--- src/design/ecnfa_pkg.sv ---
`timescale 1ns / 1ps
// ----------------------------------------------------------------------------
// ecnfa_pkg
// shared constants, register indexes and controller/datapath interface types
// ----------------------------------------------------------------------------
package ecnfa_pkg;

  localparam int COUNT_BITS_DEF = 40;

  localparam int Q16_W   = 17;
  localparam int SEG_W   = 10;
  localparam int SEQ_W   = 32;
  localparam int SBYTE_W = 16;
  localparam int BYTES_W = SEG_W + SBYTE_W;
  localparam int FRAC_W  = 16;

  localparam logic [Q16_W-1:0] ONE_Q16 = 17'h10000;

  localparam logic [Q16_W-1:0]   GAIN_RST    = 17'd4096;
  localparam logic [Q16_W-1:0]   INIT_A_RST  = 17'h10000;
  localparam logic [SBYTE_W-1:0] SEG_B_RST   = 16'd536;

  localparam int IN_DATA_W  = 112;
  localparam int OUT_DATA_W = 56;
  localparam int CFG_IDX_W  = 2;

  localparam logic [CFG_IDX_W-1:0] REG_GAIN    = 2'd0;
  localparam logic [CFG_IDX_W-1:0] REG_INIT_A  = 2'd1;
  localparam logic [CFG_IDX_W-1:0] REG_SEG_B   = 2'd2;

  typedef struct packed {
    logic load;      // capture the request
    logic bytes;     // acked bytes product
    logic acc;       // counter update and window check
    logic div_init;  // start fraction division
    logic div_step;  // one quotient bit
    logic mix1;      // (1-g)*alpha, final fraction
    logic mix2;      // + g*m
    logic commit;    // new alpha, clear counters, re-latch window end
    logic ssth;      // ssthresh product
    logic out_load;  // load output register
  } ecnfa_cmd_t;

  typedef struct packed {
    logic closed;
  } ecnfa_sts_t;

  function automatic logic [Q16_W-1:0] clamp_q16(input logic [Q16_W-1:0] v);
    clamp_q16 = (v > ONE_Q16) ? ONE_Q16 : v;
  endfunction

endpackage

--- src/design/ecnfa_ctrl.sv ---
`timescale 1ns / 1ps
// ----------------------------------------------------------------------------
// ecnfa_ctrl
// sequencer for one ack event and the output handshake
// ----------------------------------------------------------------------------
module ecnfa_ctrl (
  input  logic                clk,
  input  logic                rst,
  input  logic                in_valid,
  output logic                in_ready,
  output logic                out_valid,
  input  logic                out_ready,
  input  ecnfa_pkg::ecnfa_sts_t sts,
  output ecnfa_pkg::ecnfa_cmd_t cmd
);
  import ecnfa_pkg::*;

  localparam logic [3:0] ST_IDLE   = 4'd0;
  localparam logic [3:0] ST_BYTES  = 4'd1;
  localparam logic [3:0] ST_ACC    = 4'd2;
  localparam logic [3:0] ST_CHK    = 4'd3;
  localparam logic [3:0] ST_DIV    = 4'd4;
  localparam logic [3:0] ST_MIX1   = 4'd5;
  localparam logic [3:0] ST_MIX2   = 4'd6;
  localparam logic [3:0] ST_COMMIT = 4'd7;
  localparam logic [3:0] ST_SSTH   = 4'd8;
  localparam logic [3:0] ST_DONE   = 4'd9;

  localparam logic [3:0] DIV_LAST = 4'(FRAC_W - 1);

  logic [3:0] state;
  logic [3:0] state_next;
  logic [3:0] step;
  logic       out_free;

  assign in_ready = (state == ST_IDLE);
  assign out_free = !out_valid || out_ready;

  always_comb begin
    state_next = state;
    cmd        = '0;
    case (state)
      ST_IDLE: begin
        if (in_valid) begin
          cmd.load   = 1'b1;
          state_next = ST_BYTES;
        end
      end
      ST_BYTES: begin
        cmd.bytes  = 1'b1;
        state_next = ST_ACC;
      end
      ST_ACC: begin
        cmd.acc    = 1'b1;
        state_next = ST_CHK;
      end
      ST_CHK: begin
        if (sts.closed) begin
          cmd.div_init = 1'b1;
          state_next   = ST_DIV;
        end else begin
          state_next = ST_SSTH;
        end
      end
      ST_DIV: begin
        cmd.div_step = 1'b1;
        if (step == DIV_LAST) state_next = ST_MIX1;
      end
      ST_MIX1: begin
        cmd.mix1   = 1'b1;
        state_next = ST_MIX2;
      end
      ST_MIX2: begin
        cmd.mix2   = 1'b1;
        state_next = ST_COMMIT;
      end
      ST_COMMIT: begin
        cmd.commit = 1'b1;
        state_next = ST_SSTH;
      end
      ST_SSTH: begin
        cmd.ssth   = 1'b1;
        state_next = ST_DONE;
      end
      ST_DONE: begin
        if (out_free) begin
          cmd.out_load = 1'b1;
          state_next   = ST_IDLE;
        end
      end
      default: begin
        state_next = ST_IDLE;
      end
    endcase
  end

  always_ff @(posedge clk) begin
    if (rst) begin
      state     <= ST_IDLE;
      step      <= '0;
      out_valid <= 1'b0;
    end else begin
      state <= state_next;
      if (cmd.div_init) step <= '0;
      else if (cmd.div_step) step <= step + 4'd1;
      if (cmd.out_load) out_valid <= 1'b1;
      else if (out_ready) out_valid <= 1'b0;
    end
  end

endmodule

--- src/design/ecnfa_dp.sv ---
`timescale 1ns / 1ps
// ----------------------------------------------------------------------------
// ecnfa_dp
// counters, window tracking, fraction divider, ewma and ssthresh arithmetic
// ----------------------------------------------------------------------------
module ecnfa_dp #(
  parameter int COUNT_BITS = ecnfa_pkg::COUNT_BITS_DEF
) (
  input  logic                                  clk,
  input  logic                                  rst,
  input  logic                                  cfg_we,
  input  logic [ecnfa_pkg::CFG_IDX_W-1:0]       cfg_index,
  input  logic [ecnfa_pkg::Q16_W-1:0]           cfg_data,
  input  logic [ecnfa_pkg::IN_DATA_W-1:0]       in_data,
  input  logic                                  in_ece,
  output logic [ecnfa_pkg::OUT_DATA_W-1:0]      out_data,
  output logic                                  out_closed,
  input  ecnfa_pkg::ecnfa_cmd_t                 cmd,
  output ecnfa_pkg::ecnfa_sts_t                 sts
);
  import ecnfa_pkg::*;

  localparam int                  PAD_W   = COUNT_BITS - BYTES_W;
  localparam logic [COUNT_BITS-1:0] CNT_MAX = '1;
  localparam int                  MIX_W   = 2 * Q16_W;
  localparam int                  SSTH_PW = SEQ_W + Q16_W + 1;

  // configuration
  logic [Q16_W-1:0]   gain;
  logic [SBYTE_W-1:0] seg_bytes;

  // request capture
  logic [SEG_W-1:0] segs;
  logic             ece;
  logic [SEQ_W-1:0] acked;
  logic [SEQ_W-1:0] next_tx;
  logic [SEQ_W-1:0] cwnd;

  // state
  logic [COUNT_BITS-1:0] ecn_cnt;
  logic [COUNT_BITS-1:0] total_cnt;
  logic [SEQ_W-1:0]      win_end;
  logic                  win_valid;
  logic [Q16_W-1:0]      alpha;

  // working registers
  logic [BYTES_W-1:0]    bytes;
  logic                  closed;
  logic [COUNT_BITS:0]   rem;
  logic [FRAC_W-1:0]     quo;
  logic [Q16_W-1:0]      m_frac;
  logic [MIX_W-1:0]      prod_a;
  logic [MIX_W-1:0]      mix;
  logic [SEQ_W-1:0]      ssth;

  logic [COUNT_BITS:0]   tot_sum;
  logic [COUNT_BITS:0]   ecn_sum;
  logic [SEQ_W-1:0]      end_eff;
  logic [SEQ_W-1:0]      seq_diff;
  logic [Q16_W-1:0]      g_eff;
  logic [COUNT_BITS:0]   rem_sh;
  logic [COUNT_BITS:0]   den_ext;
  logic [Q16_W-1:0]      alpha_new;
  logic [SSTH_PW-1:0]    ssth_prod;

  assign tot_sum  = {1'b0, total_cnt} + {1'b0, {PAD_W{1'b0}}, bytes};
  assign ecn_sum  = {1'b0, ecn_cnt} + {1'b0, {PAD_W{1'b0}}, bytes};
  assign end_eff  = win_valid ? win_end : next_tx;
  assign seq_diff = acked - end_eff;
  assign g_eff    = clamp_q16(gain);
  assign rem_sh   = {rem[COUNT_BITS-1:0], 1'b0};
  assign den_ext  = {1'b0, total_cnt};
  assign alpha_new = clamp_q16(mix[Q16_W+FRAC_W-1:FRAC_W]);
  assign ssth_prod = SSTH_PW'(cwnd) *
                     SSTH_PW'({1'b0, ONE_Q16} + {1'b0, ONE_Q16} - {1'b0, alpha});

  assign sts.closed = closed;

  // configuration and alpha
  always_ff @(posedge clk) begin
    if (rst) begin
      gain      <= GAIN_RST;
      seg_bytes <= SEG_B_RST;
      alpha     <= clamp_q16(INIT_A_RST);
    end else begin
      if (cfg_we) begin
        case (cfg_index)
          REG_GAIN:   gain      <= cfg_data;
          REG_INIT_A: alpha     <= clamp_q16(cfg_data);
          REG_SEG_B:  seg_bytes <= cfg_data[SBYTE_W-1:0];
          default:    ;
        endcase
      end
      if (cmd.commit) alpha <= alpha_new;
    end
  end

  // counters and window end
  always_ff @(posedge clk) begin
    if (rst) begin
      ecn_cnt   <= '0;
      total_cnt <= '0;
      win_end   <= '0;
      win_valid <= 1'b0;
      closed    <= 1'b0;
    end else begin
      if (cmd.acc) begin
        total_cnt <= tot_sum[COUNT_BITS] ? CNT_MAX : tot_sum[COUNT_BITS-1:0];
        if (ece) ecn_cnt <= ecn_sum[COUNT_BITS] ? CNT_MAX : ecn_sum[COUNT_BITS-1:0];
        win_end   <= end_eff;
        win_valid <= 1'b1;
        closed    <= !seq_diff[SEQ_W-1];
      end
      if (cmd.commit) begin
        ecn_cnt   <= '0;
        total_cnt <= '0;
        win_end   <= next_tx;
      end
    end
  end

  // payload path
  always_ff @(posedge clk) begin
    if (cmd.load) begin
      segs    <= in_data[9:0];
      acked   <= in_data[41:10];
      next_tx <= in_data[73:42];
      cwnd    <= in_data[105:74];
      ece     <= in_ece;
    end
    if (cmd.bytes) bytes <= BYTES_W'(segs) * BYTES_W'(seg_bytes);
    // restoring division, one quotient bit a cycle
    if (cmd.div_init) begin
      rem <= {1'b0, ecn_cnt};
      quo <= '0;
    end else if (cmd.div_step) begin
      if (rem_sh >= den_ext) begin
        rem <= rem_sh - den_ext;
        quo <= {quo[FRAC_W-2:0], 1'b1};
      end else begin
        rem <= rem_sh;
        quo <= {quo[FRAC_W-2:0], 1'b0};
      end
    end
    if (cmd.mix1) begin
      prod_a <= MIX_W'(ONE_Q16 - g_eff) * MIX_W'(alpha);
      if (total_cnt == '0)           m_frac <= '0;
      else if (ecn_cnt >= total_cnt) m_frac <= ONE_Q16;
      else                           m_frac <= {1'b0, quo};
    end
    if (cmd.mix2) mix <= prod_a + MIX_W'(g_eff) * MIX_W'(m_frac);
    if (cmd.ssth) ssth <= ssth_prod[48:17];
    if (cmd.out_load) begin
      out_data   <= {7'b0, ssth, alpha};
      out_closed <= closed;
    end
  end

endmodule

--- src/design/ecn_fraction_alpha_estimator_top.sv ---
`timescale 1ns / 1ps
// ----------------------------------------------------------------------------
// ecn_fraction_alpha_estimator_top
// dctcp style ecn marked-fraction and alpha estimator
// ----------------------------------------------------------------------------
// Each ack request adds segments_acked * segment_bytes to a saturating total
// byte counter, and to the ecn byte counter when ece_seen is set. The first
// request after reset latches next_tx_seq as the window end; once acked_seq
// reaches it (serial-number compare) the marked fraction ecn/total is formed
// in Q0.16 by a restoring divider, alpha moves towards it with weight gain,
// the counters clear and the window end is re-latched. Every request returns
// alpha and ssthresh = cwnd * (1 - alpha/2). A request that does not close a
// window goes through the bytes, accumulate, check and ssthresh states to the
// result register; one that closes a window also runs the one-bit-a-step
// restoring divider for 16 quotient bits and the two ewma multiplies one after
// the other, then commits. A new request is taken only once the block is back
// in idle. The result sits in an output register, so the next request is
// taken while it waits for m_tready; a later result that finds it still full
// holds the block until it drains. Configuration registers should only be
// written while no request is in progress.
// ----------------------------------------------------------------------------
module ecn_fraction_alpha_estimator_top #(
  parameter int COUNT_BITS = ecnfa_pkg::COUNT_BITS_DEF
) (
  input  logic                              clk,
  input  logic                              rst,
  // configuration write port
  input  logic                              cfg_we,
  input  logic [ecnfa_pkg::CFG_IDX_W-1:0]   cfg_index,
  input  logic [ecnfa_pkg::Q16_W-1:0]       cfg_data,
  // ack requests
  input  logic                              s_tvalid,
  output logic                              s_tready,
  // segments_acked[9:0], acked_seq[41:10], next_tx_seq[73:42],
  // cwnd_bytes[105:74], zero pad
  input  logic [ecnfa_pkg::IN_DATA_W-1:0]   s_tdata,
  // ece_seen
  input  logic                              s_tuser,
  // results
  output logic                              m_tvalid,
  input  logic                              m_tready,
  // alpha_out[16:0], ssthresh_out[48:17], zero pad
  output logic [ecnfa_pkg::OUT_DATA_W-1:0]  m_tdata,
  // window_closed
  output logic                              m_tuser
);
  import ecnfa_pkg::*;

  ecnfa_cmd_t cmd;
  ecnfa_sts_t sts;

  // sequencer
  ecnfa_ctrl u_ctrl (
    .clk       (clk),
    .rst       (rst),
    .in_valid  (s_tvalid),
    .in_ready  (s_tready),
    .out_valid (m_tvalid),
    .out_ready (m_tready),
    .sts       (sts),
    .cmd       (cmd)
  );

  // arithmetic and state
  ecnfa_dp #(
    .COUNT_BITS (COUNT_BITS)
  ) u_dp (
    .clk        (clk),
    .rst        (rst),
    .cfg_we     (cfg_we),
    .cfg_index  (cfg_index),
    .cfg_data   (cfg_data),
    .in_data    (s_tdata),
    .in_ece     (s_tuser),
    .out_data   (m_tdata),
    .out_closed (m_tuser),
    .cmd        (cmd),
    .sts        (sts)
  );

  // one request at a time: no new request straight after one is taken
  a_one_in_flight: assert property (@(posedge clk) disable iff (rst)
    s_tvalid && s_tready |=> !s_tready)
    else $error("request taken while previous one in progress");

  // a pending result is never overwritten
  a_no_overwrite: assert property (@(posedge clk) disable iff (rst)
    cmd.out_load |-> !m_tvalid || m_tready)
    else $error("result register overwritten");

  // alpha stays within one
  a_alpha_range: assert property (@(posedge clk) disable iff (rst)
    m_tvalid |-> m_tdata[Q16_W-1:0] <= ONE_Q16)
    else $error("alpha above one");

endmodule

--- config.mk ---
export PLATFORM = sky130hd
export DESIGN_NAME = ecn_fraction_alpha_estimator_top
export DESIGN_NICKNAME = d
export VERILOG_FILES = /design/src/design/ecnfa_pkg.sv /design/src/design/ecnfa_ctrl.sv /design/src/design/ecnfa_dp.sv /design/src/design/ecn_fraction_alpha_estimator_top.sv
export SDC_FILE = /design/constraint.sdc
export NUM_CORES = 2
export LEC_CHECK = 0
export BUFFER_PORTS_ARGS = -buffer_cell sky130_fd_sc_hd__buf_2
export CAP_MARGIN = 20
export CORE_UTILIZATION = 70
export CTS_BUF_LIST = sky130_fd_sc_hd__clkbuf_8
export CTS_CLUSTER_SIZE = 24
export DETAILED_ROUTE_END_ITERATION = 8
export PLACE_DENSITY_LB_ADDON = 0.3
export SYNTH_ARGS = -nofsm -noshare
export SYNTH_HDL_FRONTEND = slang
export SYNTH_SLANG_ARGS = --single-unit
--- constraint.sdc ---
create_clock -name clk -period 20.1 [get_ports clk]
set_clock_uncertainty 0.05 [all_clocks]
set_input_delay 3.015 -clock clk [delete_from_list [all_inputs] [get_ports clk]]
set_output_delay 3.015 -clock clk [all_outputs]
set_load 0.005 [all_outputs]
==> impl_metrics.ini <==
[drt]
ant_nets = 0
routed.top_layer = met5
wl_met3_um = 17900
firstDrtPassIters = 9
drc_errors = 6
wl_per_cell_um = 20.0
routed_wirelength_um = 174000
vias = 51900
met2_length_um = 81000
drt-met1-wl_um = 65200
drtIter0Drc = 4332
vias_per_cell = 6.00

[timing]
rsz0062_at_grt = false
fin_crit_sh_pct = 57.0
timing.slew.headroom_pct = 22.2
finalCriticalPeriod_ns = 11.45
worstMarginPinSlew_ns = 1.17
fmax_mhz = 87.3
hold_viol = 0
slew_violations = 0
final-setup-viol-count = 0
tns_ns = 0
holdWs_ns = 0.363

[run_status]
status = finished with violations
violations = DRC

[cts]
clk_pin_slew_ns = 0.07
clkLatencyLatePin_ns = 0.83
post-cts-setup-buffers = 0
cts_resized = 0
cts_tree = built
cts_hold_buf = 0
clockBufferDepth = 3
cts_buffers = 91
clock-sinks = 511
root_buffer = clkbuf_8
htree_levels = 3

[placed_design]
place.gp.congestion = 0.941
io_buffers = 182
place_area_um2 = 71000
dp_hpwl_um = 131000
placed_cells = 8484

[global_routing]
grt_pass1_wl_um = 284000
grt_pass1_vias = 55400
grt_overflow = 0
grt_start_max_net_pins = 79
grt_usage_pct = 36.3
antenna_found_initial = 3

[synthesis]
synth-seq-cells = 511
yosysSeqAreaShare_pct = 19.6
synth.cell_area_um2 = 68700
synth_edf_count = 322
yosysWarnings = 0
synth.distinct_cells = 88
synth.most_common_cell = inv_1
yosysTopAreaCellShare_pct = 32.9
yosysTopAreaCell = fa_1
synthFlopType = edfxtp_1
synthTopCellsByCount = 1355 x inv_1, 1131 x fa_1, 982 x nand2_1, 630 x ha_1, 563 x and2_1
async_flop_share_pct = 0
syn_area_per_cell_um2 = 9.50
postSynthCellCount = 7234
yosys-top-cells-area = fa_1 33%, edfxtp_1 14%, ha_1 11%, inv_1 7.4%, dfxtp_1 5.5%

[pwr]
power_leakage_nw = 35.2
cellPowerDensity_nw_per_um2 = 137
ir_drop_mv = 0.344

[cells_and_area]
final_design_area_no_fill_um2 = 72800
final_cells = 8656
nets = 9201
drive_gt1_share_pct = 6.55
area_delta_synth_final_pct = 5.99

[hold_path]
hold_path.class = reg2reg

[worst_setup_path]
endpoint_kind = register
critPathMaxStageDelay_ns = 0.90
cp_slowest_cell = a2111oi_2
crit_buf_inv = 5
cp.arrival_ns = 11.96
path_delay_family = compound AO/OA/AOI/OAI gates
cp_common_cell = fa_1
critPathRequiredTime_ns = 20.61
path_class = reg2reg
worstSetupStartpointType = register
crit_fanout = 32
rrSetupSlack_ns = 8.65

[die]
coreArea_um2 = 97000
ios = 196
die_w_um = 315
die_area_um2 = 99400
initial_utilization_pct = 70.9
fp-row-count = 114
die_h_um = 315

[flow_run]
drv_cap = 0
==> final timing paths <==
| path | start | to | cells after the start |
|---|---|---|---|
| hold / removal | u_dp.ssth[19]$_DFFE_PP_ | u_dp.out_data[36]$_DFFE_PP_ | 0 |
| setup / recovery | u_dp.alpha[2]$_SDFFE_PP0P_ | u_dp.ssth[31]$_DFFE_PP_ | 31 |
| setup reg to reg | u_dp.alpha[2]$_SDFFE_PP0P_ | u_dp.ssth[31]$_DFFE_PP_ | 31 |
| hold reg to reg | u_dp.ssth[19]$_DFFE_PP_ | u_dp.out_data[36]$_DFFE_PP_ | 0 |
==> state kept, by name, summed over array words and instances (netlist names), 4 cells and up <==
signal,count
u_dp.ssth,32
u_ctrl.step,4
u_dp.bytes,26
u_dp.total_cnt,40
u_dp.cwnd,32
u_dp.gain,17
u_dp.rem,40
u_dp.quo,16
u_ctrl.state,4
u_dp.prod_a,33
u_dp.acked,32
u_dp.segs,10
u_dp.out_data,49
u_dp.next_tx,32
u_dp.mix,17
u_dp.alpha,17
u_dp.seg_bytes,16
u_dp.m_frac,17
u_dp.ecn_cnt,40
u_dp.win_end,32
==> area by class of cell <==
type	instances	area, um^2
well taps	1276	1600
clock inverters	71	478
fillers	6611	24100
flip-flops and latches	511	13500
clock buffers	98	1350
repair buffers	271	1610
multi-input cells	5073	49300
diodes	1	2.50
inverters	1355	5090
==> cells by family after synthesis <==
kind of cell	share of synthesized area [%]
AO/OA/AOI/OAI	7.18
buffers and inverters	9.29
multiplexers	0.555
other	0.0109
flip-flops	19.6
AND/OR/NAND/NOR	15.8
XOR/XNOR	3.09
adder cells (fa/ha/maj)	44.5
==> power by group <==
group	leakage, nW	internal (W)	switching [W]
clock network	1.01	0.000491	0.000512
logic	29.7	0.00314	0.00412
registers	4.53	0.00155	0.000125
==> placed cells by master (no fill, tap or decap), types with 16 or more instances in the layout <==
cell type,synthesis,final
a31oi_1,49,48
a221oi_1,29,29
nand4_1,38,38
nor2b_1,52,50
a211oi_1,34,34
conb_1,2,43
clkbuf_8,0,98
dfxtp_1,189,187
and2_1,563,562
fa_1,1131,1131
xor2_1,74,68
nor4_1,26,26
edfxtp_1,322,322
a21oi_1,266,266
nand3_1,65,65
inv_1,1355,1383
ha_1,630,630
o21bai_1,19,19
o21ai_0,122,122
and3_1,94,94
xnor2_1,167,155
o21a_1,26,26
nand2b_1,40,39
buf_2,7,182
mux2i_1,37,37
nor3_1,85,81
nand2_1,982,981
buf_4,8,87
a21o_1,87,87
nor2_1,202,198
or3_1,17,16
==> stage by stage <==
stage               util (%)  setup WS, ns  power (W)
detailed placement      73.2          8.90    0.00881
finish                  75.1          8.65    0.00995
global placement        73.2          9.05    0.00847
global route            75.1          8.38     0.0109
CTS                     75.1          8.87    0.00991
floorplan                  -         11.19    0.00699
==> layer usage <==
layer | track usage, % | vias to the layer above
met2 | 58.4 | 2692
met1 | 47.1 | 25800
met4 | 17.6 | 2
li1 | - | 22900
met3 | 7.62 | 627
met5 | 0 | -
(Power assumes the default switching activity.)
